==> src/design/ktmp_pkg.sv <==
// ----------------------------------------------------------------------------
// ktmp_pkg: shared types and constants for the k-transaction profit block
// Holds the fixed field widths, the configuration reset value and the
// sequencer state encoding.
// ----------------------------------------------------------------------------
package ktmp_pkg;

  // fixed field widths
  localparam int CFG_W    = 5;
  localparam int PROFIT_W = 20;

  // transaction count after reset
  localparam logic [CFG_W-1:0] CFG_RESET = 5'd2;

  // sequencer states, one-hot
  typedef enum logic [2:0] {
    ST_IDLE = 3'b001,
    ST_RUN  = 3'b010,
    ST_DONE = 3'b100
  } state_t;

endpackage

==> src/design/ktmp_ram.sv <==
// ----------------------------------------------------------------------------
// ktmp_ram: generic simple dual-port ram
// One write port and one read port with registered read data.
// ----------------------------------------------------------------------------
module ktmp_ram #(
  parameter int WIDTH = 8,
  parameter int DEPTH = 16
) (
  input  logic                                   clk,
  input  logic                                   we,
  input  logic [(DEPTH > 1 ? $clog2(DEPTH) : 1)-1:0] waddr,
  input  logic [WIDTH-1:0]                       wdata,
  input  logic [(DEPTH > 1 ? $clog2(DEPTH) : 1)-1:0] raddr,
  output logic [WIDTH-1:0]                       rdata
);

  logic [WIDTH-1:0] mem [DEPTH];

  // write port and registered read port
  always_ff @(posedge clk) begin
    if (we) begin
      mem[waddr] <= wdata;
    end
    rdata <= mem[raddr];
  end

endmodule

==> src/design/ktmp_alu.sv <==
// ----------------------------------------------------------------------------
// ktmp_alu: shared cell update unit
// Updates one transaction cell: best holding balance, then best sold profit.
// ----------------------------------------------------------------------------
module ktmp_alu #(
  parameter int W = 23
) (
  input  logic signed [W-1:0] price,
  input  logic signed [W-1:0] prev_sold,
  input  logic signed [W-1:0] hold_in,
  input  logic signed [W-1:0] sold_in,
  output logic signed [W-1:0] hold_out,
  output logic signed [W-1:0] sold_out
);

  logic signed [W-1:0] buy;
  logic signed [W-1:0] sell;

  // buy against the previous cell's profit, keep the better balance
  always_comb begin
    buy      = prev_sold - price;
    hold_out = (buy > hold_in) ? buy : hold_in;
    sell     = hold_out + price;
    sold_out = (sell > sold_in) ? sell : sold_in;
  end

endmodule

==> src/design/k_transaction_max_profit.sv <==
// ----------------------------------------------------------------------------
// k_transaction_max_profit: best stock profit with at most k transactions
// Takes one price per input transaction and returns the best profit so far
// with at most the configured number of buy-sell transactions.
// ----------------------------------------------------------------------------
// Usage:
//   Input channel in_valid/in_ready carries in_price and in_last. Each accepted
//   price sweeps the cells 0..MAX_TRANSACTIONS-1 through one shared update
//   unit, one cell per cycle, with cell state kept in two small rams.
//   Result channel out_valid/out_ready carries out_best_profit and
//   out_last_res; every input yields exactly one result.
//   A result goes through the RUN sweep and the DONE handover before out_valid;
//   no new price is taken until both have ended, a pace set by the
//   cell sweep through the single update unit and ram port.
//   in_ready is high only while the sequencer is idle. A finished result sits
//   in the output register, so the next price may be accepted while it waits;
//   if the receiver still stalls when the next sweep ends, the sequencer holds.
//   cfg_we/cfg_wdata set the transaction count (clamped to MAX_TRANSACTIONS);
//   write it only while idle. A price with in_last set clears all cells after
//   its result is formed.
//   Reset (rst_n low, synchronous) sets the count to 2, marks every cell empty
//   and drops out_valid; no clearing pass is needed.
// ----------------------------------------------------------------------------
module k_transaction_max_profit #(
  parameter int MAX_TRANSACTIONS = 16,
  parameter int PRICE_BITS       = 16
) (
  input  logic                          clk,
  input  logic                          rst_n,
  input  logic                          in_valid,
  output logic                          in_ready,
  input  logic [PRICE_BITS-1:0]         in_price,
  input  logic                          in_last,
  output logic                          out_valid,
  input  logic                          out_ready,
  output logic [ktmp_pkg::PROFIT_W-1:0] out_best_profit,
  output logic                          out_last_res,
  input  logic                          cfg_we,
  input  logic [ktmp_pkg::CFG_W-1:0]    cfg_wdata
);

  localparam int W     = PRICE_BITS + 7;
  localparam int AW    = (MAX_TRANSACTIONS > 1) ? $clog2(MAX_TRANSACTIONS) : 1;
  localparam int CNT_W = $clog2(MAX_TRANSACTIONS + 1);
  localparam logic [CNT_W-1:0] LAST_CELL = CNT_W'(MAX_TRANSACTIONS - 1);
  localparam logic signed [W-1:0] HOLD_FLOOR = {2'b11, {(W-2){1'b0}}};

  ktmp_pkg::state_t state_r, state_nxt;

  logic [ktmp_pkg::CFG_W-1:0]    trans_r, trans_nxt;
  logic [CNT_W-1:0]              cnt_r, cnt_nxt;
  logic [CNT_W-1:0]              k_r, k_nxt;
  logic [PRICE_BITS-1:0]         price_r, price_nxt;
  logic                          last_r, last_nxt;
  logic [MAX_TRANSACTIONS-1:0]   valid_r, valid_nxt;
  logic signed [W-1:0]           prev_sold_r, prev_sold_nxt;
  logic signed [W-1:0]           best_r, best_nxt;
  logic                          out_valid_r, out_valid_nxt;
  logic [ktmp_pkg::PROFIT_W-1:0] out_profit_r, out_profit_nxt;
  logic                          out_last_r, out_last_nxt;

  logic                          in_accept;
  logic [AW-1:0]                 cell_idx;
  logic [AW-1:0]                 rd_addr;
  logic                          wr_en;
  logic [W-1:0]                  rd_hold;
  logic [W-1:0]                  rd_sold;
  logic signed [W-1:0]           cur_hold;
  logic signed [W-1:0]           cur_sold;
  logic signed [W-1:0]           price_ext;
  logic signed [W-1:0]           new_hold;
  logic signed [W-1:0]           new_sold;
  logic [W-1:0]                  best_u;

  assign in_ready        = (state_r == ktmp_pkg::ST_IDLE);
  assign in_accept       = in_valid && in_ready;
  assign out_valid       = out_valid_r;
  assign out_best_profit = out_profit_r;
  assign out_last_res    = out_last_r;

  assign cell_idx  = cnt_r[AW-1:0];
  assign wr_en     = (state_r == ktmp_pkg::ST_RUN);
  assign price_ext = signed'({{(W-PRICE_BITS){1'b0}}, price_r});
  assign best_u    = unsigned'(best_r);

  // read address runs one cell ahead of the update
  always_comb begin
    if (state_r == ktmp_pkg::ST_RUN) begin
      rd_addr = AW'(cnt_r + 1'b1);
    end else begin
      rd_addr = '0;
    end
  end

  // cell state storage
  ktmp_ram #(.WIDTH(W), .DEPTH(MAX_TRANSACTIONS)) u_hold_ram (
    .clk   (clk),
    .we    (wr_en),
    .waddr (cell_idx),
    .wdata (unsigned'(new_hold)),
    .raddr (rd_addr),
    .rdata (rd_hold)
  );

  ktmp_ram #(.WIDTH(W), .DEPTH(MAX_TRANSACTIONS)) u_sold_ram (
    .clk   (clk),
    .we    (wr_en),
    .waddr (cell_idx),
    .wdata (unsigned'(new_sold)),
    .raddr (rd_addr),
    .rdata (rd_sold)
  );

  // empty cells read as their reset values
  always_comb begin
    cur_hold = valid_r[cell_idx] ? signed'(rd_hold) : HOLD_FLOOR;
    cur_sold = valid_r[cell_idx] ? signed'(rd_sold) : '0;
  end

  // shared update unit
  ktmp_alu #(.W(W)) u_alu (
    .price     (price_ext),
    .prev_sold (prev_sold_r),
    .hold_in   (cur_hold),
    .sold_in   (cur_sold),
    .hold_out  (new_hold),
    .sold_out  (new_sold)
  );

  // sequencer
  always_comb begin
    state_nxt      = state_r;
    trans_nxt      = trans_r;
    cnt_nxt        = cnt_r;
    k_nxt          = k_r;
    price_nxt      = price_r;
    last_nxt       = last_r;
    valid_nxt      = valid_r;
    prev_sold_nxt  = prev_sold_r;
    best_nxt       = best_r;
    out_valid_nxt  = out_valid_r;
    out_profit_nxt = out_profit_r;
    out_last_nxt   = out_last_r;

    if (cfg_we) begin
      trans_nxt = cfg_wdata;
    end

    if (out_valid_r && out_ready) begin
      out_valid_nxt = 1'b0;
    end

    case (state_r)
      ktmp_pkg::ST_IDLE: begin
        if (in_accept) begin
          price_nxt     = in_price;
          last_nxt      = in_last;
          cnt_nxt       = '0;
          prev_sold_nxt = '0;
          best_nxt      = '0;
          if (int'(trans_r) > MAX_TRANSACTIONS) begin
            k_nxt = CNT_W'(MAX_TRANSACTIONS);
          end else begin
            k_nxt = CNT_W'(trans_r);
          end
          state_nxt = ktmp_pkg::ST_RUN;
        end
      end
      ktmp_pkg::ST_RUN: begin
        valid_nxt[cell_idx] = 1'b1;
        prev_sold_nxt       = new_sold;
        // capture the configured cell's profit
        if ((CNT_W + 1)'(cnt_r) + 1'b1 == (CNT_W + 1)'(k_r)) begin
          best_nxt = new_sold;
        end
        if (cnt_r == LAST_CELL) begin
          state_nxt = ktmp_pkg::ST_DONE;
        end else begin
          cnt_nxt = cnt_r + 1'b1;
        end
      end
      ktmp_pkg::ST_DONE: begin
        // hand the result over once the output register is free
        if (!out_valid_r || out_ready) begin
          out_valid_nxt  = 1'b1;
          out_profit_nxt = ktmp_pkg::PROFIT_W'(best_u);
          out_last_nxt   = last_r;
          if (last_r) begin
            valid_nxt = '0;
          end
          state_nxt = ktmp_pkg::ST_IDLE;
        end
      end
      default: begin
        state_nxt = ktmp_pkg::ST_IDLE;
      end
    endcase
  end

  // control registers
  always_ff @(posedge clk) begin
    if (!rst_n) begin
      state_r     <= ktmp_pkg::ST_IDLE;
      trans_r     <= ktmp_pkg::CFG_RESET;
      valid_r     <= '0;
      out_valid_r <= 1'b0;
    end else begin
      state_r     <= state_nxt;
      trans_r     <= trans_nxt;
      valid_r     <= valid_nxt;
      out_valid_r <= out_valid_nxt;
    end
  end

  // datapath registers
  always_ff @(posedge clk) begin
    cnt_r        <= cnt_nxt;
    k_r          <= k_nxt;
    price_r      <= price_nxt;
    last_r       <= last_nxt;
    prev_sold_r  <= prev_sold_nxt;
    best_r       <= best_nxt;
    out_profit_r <= out_profit_nxt;
    out_last_r   <= out_last_nxt;
  end

endmodule

==> config.mk <==
export PLATFORM = sky130hd
export DESIGN_NAME = k_transaction_max_profit
export DESIGN_NICKNAME = d
export VERILOG_FILES = /design/src/design/ktmp_pkg.sv /design/src/design/ktmp_ram.sv /design/src/design/ktmp_alu.sv /design/src/design/k_transaction_max_profit.sv
export SDC_FILE = /design/constraint.sdc
export NUM_CORES = 1
export LEC_CHECK = 0
export ABC_AREA = 1
export BUFFER_PORTS_ARGS = -buffer_cell sky130_fd_sc_hd__buf_2
export CAP_MARGIN = 20
export CORE_MARGIN = 3
export CORE_UTILIZATION = 45
export DETAILED_ROUTE_END_ITERATION = 8
export GPL_TIMING_DRIVEN = 0
export SLEW_MARGIN = 0
export SYNTH_ARGS = -nofsm -noshare
export SYNTH_HDL_FRONTEND = slang
export SYNTH_SLANG_ARGS = --single-unit
export TNS_END_PERCENT = 100
==> constraint.sdc <==
create_clock -name clk -period 20.1 [get_ports clk]
set_clock_uncertainty 0.2 [all_clocks]
set_input_delay 3.015 -clock clk [delete_from_list [all_inputs] [get_ports clk]]
set_output_delay 3.015 -clock clk [all_outputs]
set_load 0.05 [all_outputs]
Word-level counts from Yosys, hierarchy flattened
Memories as Yosys holds them, arrays and structs flattened. A register that Yosys moved wholly into a read port is not among the register bits.
Index checks and enable logic that the tools add are counted.
W data, S select, Z words.
{"block": "totals", "register_bits": 116, "wordCells": 77, "mem_count": 2, "ramBits": 736}
{"memory": "u_hold_ram.mem", "words": 16, "word_bits": 23, "rd": 1, "rd_ports_with_merged_regs": 1, "write_ports": 1, "line_no": "ktmp_ram.sv:17", "source": "logic [WIDTH-1:0] mem [DEPTH];"}
{"memory": "u_sold_ram.mem", "words": 16, "word_bits": 23, "rd": 1, "rd_ports_with_merged_regs": 1, "write_ports": 1, "line_no": "ktmp_ram.sv:17"}
{"block": "classes", "n_eq_ne": 11, "muxes": 28, "order_cmp": 5, "n_bitwise": 1, "add_sub_neg": 4, "n_reduce_logical": 14}
{"op": "$mux W23", "n": 5}
{"op": "$gt A23 B23 Y1", "n": 2}
{"op": "$pmux W23 S2", "n": 1}
{"op": "$pmux W20 S2", "n": 1}
{"op": "$mux W16", "n": 2}
{"op": "$pmux W16 S2", "n": 1}
{"op": "$add A23 B17 Y23", "n": 1}
{"op": "$sub A23 B17 Y23", "n": 1}
{"op": "$mux W20", "n": 1}
{"op": "$or A16 B16 Y16", "n": 1}
{"op": "$reduce_and A3 Y1", "n": 4}
{"op": "$mux W5", "n": 2}
{"op": "$ne A2 B2 Y1 const B", "n": 5}
{"op": "$pmux W5 S2", "n": 1}
{"op": "$mux W3", "n": 3}
{"op": "$pmux W3 S3", "n": 1}
{"op": "$mux W1", "n": 7}
{"op": "$add A5 B1 Y6 const B", "n": 1}
{"op": "$eq A6 B5 Y1", "n": 1}
{"op": "$reduce_and A2 Y1", "n": 3}
{"op": "$add A5 B1 Y5 const B", "n": 1}
{"op": "$eq A5 B4 Y1 const B", "n": 1}
{"op": "$gt A5 B5 Y1 const B", "n": 1}
{"op": "$lt A4 B5 Y1 const B", "n": 1}
{"op": "12 further kinds", "n": 15}

Logic depth before layout (Yosys ltp)
Gate-level depths: netlist of the first run.
{"block": "depth", "word_depth": 10, "depth_mapped": 62}

Cells and area by module
Synthesis of the first run repeated with hierarchy kept, for this count alone.
{"block": "unflattened", "hier_cells": 4238, "hier_area_um2": 41666.2}
{"mod": "ktmp_ram at u_hold_ram", "n_inst": 1, "area_each_um2": 16356.9, "cells_per_inst": 1531, "seq_area_each_um2": 11511.0}
{"mod": "ktmp_ram at u_sold_ram", "n_inst": 1, "area_each_um2": 16354.4, "cells_per_inst": 1531, "seq_area_each_um2": 11511.0}
{"mod": "k_transaction_max_profit", "n_inst": 1, "area_each_um2": 4795.8, "cells_per_inst": 460, "seq_area_each_um2": 3233.1}
{"mod": "ktmp_alu", "n_inst": 1, "area_each_um2": 4159.0, "cells_per_inst": 716, "seq_area_each_um2": 0.0}

Worst setup path after synthesis of the first run
Ideal clock, no wire load.
{"block": "synth_timing", "kind": "flip-flop to flip-flop", "startpoint": "reg price_r[4]", "endpoint": "mem u_sold_ram.mem[0][18] in the netlist's numbering (data pin)", "stages_incl_launch_ff": 57, "t_arrival_ns": 8.196, "period_less_slack_ns": 8.689, "n_path_buf": 2, "setup_ns": 0.293, "setup_slack_ns": 11.411, "cell_sequence": "edfxtp_1 inv_1 ha_1 a21oi_1 nand2_1 nand2_1 o211ai_1 a31oi_1 o21ai_0 nand2_1 nand2_1 xor2_1 ha_1 nand2_1 nor2_1 nand2_1 nor3b_1 nand3_1 (+21 left out) inv_1 nor2_4 nand4_1 nor2_1 nand2_1 xor2_1 inv_1 ha_1 nand2_1 nor2_1 nand4_1 nor2_1 nand4_4 nand2_4 buf_6 nand2_1 nand2_1 inv_1"}
{"block": "synth_between", "elab_chain_cells": 6}
{"element": "start, declared", "line_no": "k_transaction_max_profit.sv:53", "source": "logic [PRICE_BITS-1:0] price_r, price_nxt;"}
{"element": "start signal, assigned", "line_no": "k_transaction_max_profit.sv:219", "source": "price_r <= price_nxt;"}
{"element": "$sub A23 B17 Y23 *", "line_no": "ktmp_alu.sv:21", "source": "buy = prev_sold - price;"}
{"element": "$gt A23 B23 Y1 *", "line_no": "ktmp_alu.sv:22", "source": "hold_out = (buy > hold_in) ? buy : hold_in;"}
{"element": "$mux W23 *", "line_no": "ktmp_alu.sv:22"}
{"element": "net new_hold[1]", "line_no": "k_transaction_max_profit.sv:71", "source": "logic signed [W-1:0] new_hold;"}
{"element": "$add A23 B17 Y23 *", "line_no": "ktmp_alu.sv:23", "source": "sell = hold_out + price;"}
{"element": "$gt A23 B23 Y1", "line_no": "ktmp_alu.sv:24", "source": "sold_out = (sell > sold_in) ? sell : sold_in;"}
{"element": "$mux W23 *", "line_no": "ktmp_alu.sv:24"}
{"element": "net new_sold[18]", "line_no": "k_transaction_max_profit.sv:72", "source": "logic signed [W-1:0] new_sold;"}
{"element": "end, declared", "line_no": "ktmp_ram.sv:17"}
Mark *: on every way through the listed nets, which the timed path passes. The rest lies on a longest branch.

Worst setup path in the final report of the first run
{"block": "layout_timing", "startpoint": "reg cnt_r[0]", "endpoint": "mem u_sold_ram.mem[12][8] in the netlist's numbering (data pin)"}
{"block": "layout_between", "elab_chain_cells": 8}
{"element": "start, declared", "line_no": "k_transaction_max_profit.sv:51", "source": "logic [CNT_W-1:0] cnt_r, cnt_nxt;"}
{"element": "start signal, assigned", "line_no": "k_transaction_max_profit.sv:217", "source": "cnt_r <= cnt_nxt;"}
{"element": "$bmux W1 S4 *", "line_no": "k_transaction_max_profit.sv:116", "source": "cur_hold = valid_r[cell_idx] ? signed'(rd_hold) : HOLD_FLOOR;"}
{"element": "$mux W1 (implied by the code) *", "line_no": "k_transaction_max_profit.sv:116"}
{"element": "$mux W23 *", "line_no": "k_transaction_max_profit.sv:116"}
{"element": "$gt A23 B23 Y1", "line_no": "ktmp_alu.sv:22"}
{"element": "$mux W23 *", "line_no": "ktmp_alu.sv:22"}
{"element": "net new_hold[5]", "line_no": "k_transaction_max_profit.sv:71"}
{"element": "$add A23 B17 Y23 *", "line_no": "ktmp_alu.sv:23"}
{"element": "$gt A23 B23 Y1", "line_no": "ktmp_alu.sv:24"}
{"element": "$mux W23 *", "line_no": "ktmp_alu.sv:24"}
{"element": "net new_sold[8]", "line_no": "k_transaction_max_profit.sv:72"}
Mark *: on every way through the listed nets, which the timed path passes. The rest lies on a longest branch. The select of a mux whose other input is x is not followed.

==> results.md, run 1 <==
- Status: completed
- Req. time, crit path: 20220 ps
- Reg clk slew, reported paths: 60 ps
- Worst setup path class: reg -> reg
- Skew-Pair Late Insertion Delay: 660 ps
- Total of max-cap violations: 0
- Die ar.: 87800 µm²
- DP Area: 40800 µm²
- # resized after CTS: 0
- Worst path arrival time: 11370 ps
- RSZ-0062 raised after global routing: no
- Via Count: 25727
- Initial antenna violation count: 6
- Top post-synthesis cells by area: edfxtp_1 65%, mux2i_1 4.9%, dfxtp_1 3.7%
- Root buf cell: clkbuf_16
- Number of flops mapped to enable cells by yosys: roughly 830
- Syn_nets: 2955
- CTS tree: yes
- Rel. slew slack: 0.217
- Commonest cells in the netlist: 827 x edfxtp_1, 274 x nand2_1, 223 x o21ai_0
- Total grt overflow: 0
- Postcts setup bufs: 0
- Input/output buffers: between 40 and 50
- Crit Path Max Fanout: 17
- HP Class: reg -> reg
- Yosys top cell by area: edfxtp_1
- Synth warn: 0
- FFs w/ async S/R, synth: 0
- Area growth, synth to finish: 15.6%
- Fin area: 43800 µm²
- Pins Over Slew Limit: 0
- Lkg Pwr: 14.7 nW
- Mapped cell area: 37900 µm²
- Initial DRT Pass Iterations: 5
- CORE AREA: about 83000 µm²
- Worst path most repeated cell: nand2_1
- Cts bufs inserted: 94
- Total wire length: 120000 µm
- Global Route Usage Sum: 0.271
- DIE HEIGHT: 296 µm
- Final min period: approximately 11000 ps
- Detailed placer's ending HPWL: 87400 µm
- Critical Path Max Stage Delay: 830 ps
- Final hold vios: 0
- Worst slew pin tran: roughly 1200 ps
- Flop2flop setup slack: 8860 ps
- Slowest cell on crit path: o21ai_2
- Worst setup EP type: flip-flop
- Final setup fails: 0
- Hold-fix buffer count after cts: 0
- Die width: 296 µm
- Maximum vdd drop: 138 µV
- Setup TNS: 0 ps
- Seq/Total Area, Yosys: 0.692
- Initial detailed-routing violation count: 3071
- First-pass GRT wire length: approximately 170000 µm
- Final period util: 0.559
- # clock sinks: roughly 900
- Yosys reg bits: 898
- RePlAce Congestion: 0.906
- Largest net degree at the start of global routing: 25
- Share of the synthesized area in the top cell type: 0.655
- Count leader, synth: edfxtp_1
- DRC errors left: 0
- Pwr/cell area: 135 nW/µm²
- Routed len/inst: roughly 28 µm
- Via/cell ratio: 6.06
- Initial Util: 0.458
- Post-synthesis cell type count: 54
- Synth Flop Type: edfxtp_1
- Vias in the first global route: 24999
- Row Count: about 110
- Share of cells above drive strength 1: 0.131
- Avg Cell Area, Syn: about 13 µm²
- Fmax: 88.9 MHz
- Io pins: 50
- Clk buf depth: 3
- Startpoint Class: flip-flop
- Routed Antenna Nets: 0
- Htree depth: 3
- Nets: 3208
- Post-Synthesis Cells: between 2000 and 3000
registers in the layout, indices dropped and copies added (netlist names):
| name | count |
|---|---|
| out_last_res | 1 |
| out_best_profit | 20 |
| best_r | 20 |
| price_r | 16 |
| u_hold_ram.rdata | 23 |
| u_hold_ram.mem | 368 |
| u_sold_ram.rdata | 23 |
| k_r | 5 |
| state_r | 3 |
| last_r | 1 |
| u_sold_ram.mem | 368 |
| valid_r | 16 |
| trans_r | 5 |
| cnt_r | 5 |
| prev_sold_r | 23 |
| out_valid | 1 |
metal layers:
layer / GRT usage / part of all wire / vias to the layer above / routed length (µm)
li1: - / - / 11281 / -
met1: 0.369 / 0.40 / 12743 / 48500
met2: 0.424 / 0.45 / 1429 / 54000
met3: 0.0529 / 0.093 / 272 / 11200
met4: 0.127 / 0.052 / 2 / 6230
met5: 0 / 0.00010 / - / 12
power breakdown:
part	internal, mW	total [mW]	leakage, nW	switching [mW]
Sequential	2.56	2.58	8.13	0.0195
Clock	0.946	1.67	1.44	0.722
Combinational	0.328	1.66	5.08	1.33
layout make-up:
| class | count | area (µm²) |
|---|---|---|
| diodes | 3 | 7.51 |
| repair buffers | 157 | 1480 |
| well taps | 1070 | 1340 |
| plain buffers | 172 | 691 |
| flip-flops and latches | 898 | 26300 |
| fillers | 6914 | 38900 |
| clock buffers | 123 | 2540 |
| inverters | 167 | 634 |
| multi-input cells | 1608 | 10500 |
| clock inverters | 50 | 418 |
through the flow:
step	hold slack, ps	setup slack (ps)	total power, mW	util	cells
3_5_place_dp	205	8930	4.24	0.493	4071
6_report	217	8860	5.91	0.529	4248
4_1_cts	219	8860	5.90	0.529	4244
3_3_place_gp	201	7480	4.16	0.477	3964
5_1_grt	223	7920	6.11	0.529	4245
2_1_floorplan	200	11410	3.46	-	2845
path summary, 6_finish.rpt:
check,end,start,cells past startpoint
hold / removal,out_best_profit[16],best_r[16],0
setup / recovery,u_sold_ram.mem[12][8],cnt_r[0],56
hold reg to reg,out_best_profit[16],best_r[16],0
setup reg to reg,u_sold_ram.mem[12][8],cnt_r[0],56
layout by cell type (no fill, tap or decap), types with 32 or more instances in the layout:
cell / n
clkbuf_1: 160
nand3_1: 142
buf_6: 85
nor3_1: 191
inv_1: 144
dfxtp_1: 71
clkbuf_16: 96
buf_2: 55
nand2_1: 274
mux2i_1: 184
o221ai_1: 161
edfxtp_1: 827
ha_1: 81
nand2_2: 32
nor2_1: 47
o21ai_0: 205
a21oi_1: 70
critical path: cells and delay by family, from the launching register on:
kind	cells	cell delay, ps
AND/OR/NAND/NOR	35	3970
buffers and inverters	11	2850
AO/OA/AOI/OAI	6	2050
adder cells (fa/ha/maj)	3	1120
flip-flops	1	430
XOR/XNOR	1	270
cells by family (layout without fill, tap and decap cells):
group / count (synthesis) / count (layout) / share of synthesized area
adder cells (fa/ha/maj): 83 / 83 / 0.0278
XOR/XNOR: 43 / 43 / 0.00993
AO/OA/AOI/OAI: 526 / 526 / 0.0894
other: 0 / 3 / 0
buffers and inverters: 339 / 669 / 0.0349
flip-flops: 898 / 898 / 0.692
multiplexers: 184 / 184 / 0.0486
AND/OR/NAND/NOR: 772 / 772 / 0.0971
Note: power is estimated with default switching activity, not from simulation.
==> inputs of run 2 (changes only) <==
clock period = 10 ns   (was 20.1 ns; I/O delays follow)
==> run 2 against run 1 <==
Clock power rose by 100%. Hold slack about the same. Utilization is 0.49 points higher. Sequential share of layout area down 0.55 points. Count of clock-buffer cells in the layout stayed put. Critical path depth did not move. Via count hardly changed. Global-route usage about the same. Non-clock buffer count is 20 higher. Wire length is 0.29% higher.
==> results.md, run 2 (same netlist as run 1, synthesis figures left out) <==
- WP buf/inv: 11 (unchanged)
- Lkg Pwr: 14.8 nW (+0.64%)
- Nets: 3228 (+0.62%)
- Biggest regs: u_hold_ram.mem: 368 flops, u_sold_ram.mem: 368 flops
- Crit Path Max Fanout: 16 (-1)
- RSZ-0062 raised after global routing: no
- Area growth, synth to finish: 16.6%
- Rel. slew slack: 0.249 (+0.0317)
- Final setup fails: 0 (unchanged)
- Io pins: 50 (unchanged)
- Non-Filler Instances: 4268 (+0.47%)
- Fin area: 44200 µm² (+0.93%)
- Root buf cell: clkbuf_16
- Total wire length: 120000 µm (+0.29%)
- CORE AREA: 82800 µm² (unchanged)
- RePlAce Congestion: 0.906 (unchanged)
- Die ar.: 87800 µm² (unchanged)
- Flop2flop setup slack: 780 ps (-8080 ps)
- Maximum vdd drop: 247 µV (+79%)
- Htree depth: 3 (unchanged)
- Slowest cell on crit path: edfxtp_1
- HP Class: reg -> reg
- Cts bufs inserted: 94 (unchanged)
- Initial detailed-routing violation count: 3143 (+2.3%)
- Share of cells above drive strength 1: 0.150 (+0.0186)
- Via/cell ratio: 6.03 (-0.41%)
- DP Area: 40800 µm² (unchanged)
- Req. time, crit path: 10170 ps (-10050 ps)
- WP depth: 56 (unchanged)
- Worst path arrival time: 9390 ps (-1980 ps)
- Startpoint Class: flip-flop
- Initial Util: 0.458 (unchanged)
- CP Capture Point: u_sold_ram.mem[2][0]
- Fillcell total: 6868 (-0.67%)
- Row Count: 105 (unchanged)
- Pwr/cell area: 277 nW/µm² (+110%)
- Status: completed
- CTS tree: yes
- Clk buf depth: 3 (unchanged)
- Reg clk slew, reported paths: 60 ps (about the same)
- Skew-Pair Late Insertion Delay: 660 ps (about the same)
- Vias in the first global route: 25040 (+0.16%)
- Fmax: 108 MHz (+22%)
- Detailed placer's ending HPWL: 87400 µm (unchanged)
- Critical Path Max Stage Delay: 430 ps (-400 ps)
- Worst r2r src: price_r[9]
- Worst slew pin tran: 1130 ps (-47.6 ps)
- Worst setup path class: reg -> reg
- Final hold vios: 0 (unchanged)
- Critical register-to-register path endpoint: u_sold_ram.mem[2][0]
- Via Count: 25743 (+0.062%)
- Initial antenna violation count: 5 (-1)
- Worst path most repeated cell: nand2_1
- Initial DRT Pass Iterations: 8 (+3)
- Total of max-cap violations: 0 (unchanged)
- Setup TNS: 0 ps (unchanged)
- Final period util: 0.922 (+0.363)
- Total grt overflow: 0 (unchanged)
- Placed insts: 4071 (unchanged)
- Die width: 296 µm (unchanged)
- Routed Antenna Nets: 0 (unchanged)
- WHS Path Cells: 0 (unchanged)
- Pins Over Slew Limit: 0 (unchanged)
- Crit-path leading delay family: simple AND/OR/NAND/NOR gates
- Reg2reg path depth: 56 (unchanged)
- Global Route Usage Sum: 0.272 (+0.000344)
- Worst setup EP type: flip-flop
- Final min period: 9220 ps (-2020 ps)
- # clock sinks: 898 (unchanged)
- Largest net degree at the start of global routing: 25 (unchanged)
- Crit path launch: price_r[9]
- Routed len/inst: 28.2 µm (-0.18%)
- Commonest cells after routing, fill and taps aside: 827 x edfxtp_1, 263 x nand2_1, 202 x o21ai_0, 191 x nor3_1, 184 x mux2i_1
- First-pass GRT wire length: 172000 µm (+0.20%)
- Input/output buffers: 49 (unchanged)
- DRC errors left: 0 (unchanged)
- DIE HEIGHT: 296 µm (unchanged)
- Core Util, Final: 0.534 (+0.00491)
- Most common cell after layout, fill and taps aside: edfxtp_1
run 2: per-stage QoR:
step / power (mW) / hold slack, ps / setup WS (ps)
floorplan: 6.96 / 200 / 1310
global placement: 8.37 / 201 / -2620
detailed placement: 8.52 / 205 / -1170
CTS: 12.1 / 219 / 48.9
global route: 12.6 / 223 / 8.71
finish: 12.2 / 217 / 779
run 2: how the worst min path moves through the flow:
stage | startpoint | to | slack, ps
after global routing | best_r[12] | out_best_profit[12] | 220
after global placement | best_r[10] | out_best_profit[10] | 200
after detailed placement | best_r[10] | out_best_profit[10] | 200
final | best_r[16] | out_best_profit[16] | 220
after CTS | best_r[16] | out_best_profit[16] | 220
after floorplan | best_r[0] | out_best_profit[0] | 200
run 2: repair_timing:
action	in CTS	in global routing
buffers inserted	11	9
gates resized for setup	31	43
setup endpoints to repair	411	411
pin swaps	1	4
hold buffers	0	0
run 2: worst register-to-register path: cells and delay by family (launching register included):
family,cells,cell delay (ps)
AO/OA/AOI/OAI,6,1050
XOR/XNOR,2,420
adder cells (fa/ha/maj),4,1430
buffers and inverters,11,1260
flip-flops,1,430
AND/OR/NAND/NOR,33,4170
run 2: final cells by class:
type	instances	area (µm²)	share of cell area
timing repair buffer	177	1650	0.0374
clock buffer	123	2540	0.0575
inverter	167	692	0.0156
tap	1070	1340	0.0303
buffer	172	708	0.0160
antenna	3	7.51	0.000170
sequential	898	26300	0.594
clock inverter	50	418	0.00945
multi-input combinational	1608	10600	0.240
run 2: routing by layer:
layer	GRT usage	share of wire	up-vias
li1	-	-	11316
met1	0.369	0.40	12728
met2	0.424	0.45	1414
met3	0.0538	0.099	281
met4	0.128	0.053	4
met5	0	0.00064	-
run 2: where the power goes:
part | total, mW | internal, mW | switching (mW)
Clock | 3.35 | 1.90 | 1.45
Sequential | 5.17 | 5.13 | 0.0390
Combinational | 3.71 | 0.882 | 2.83
Total | 12.2 | 7.92 | 4.32
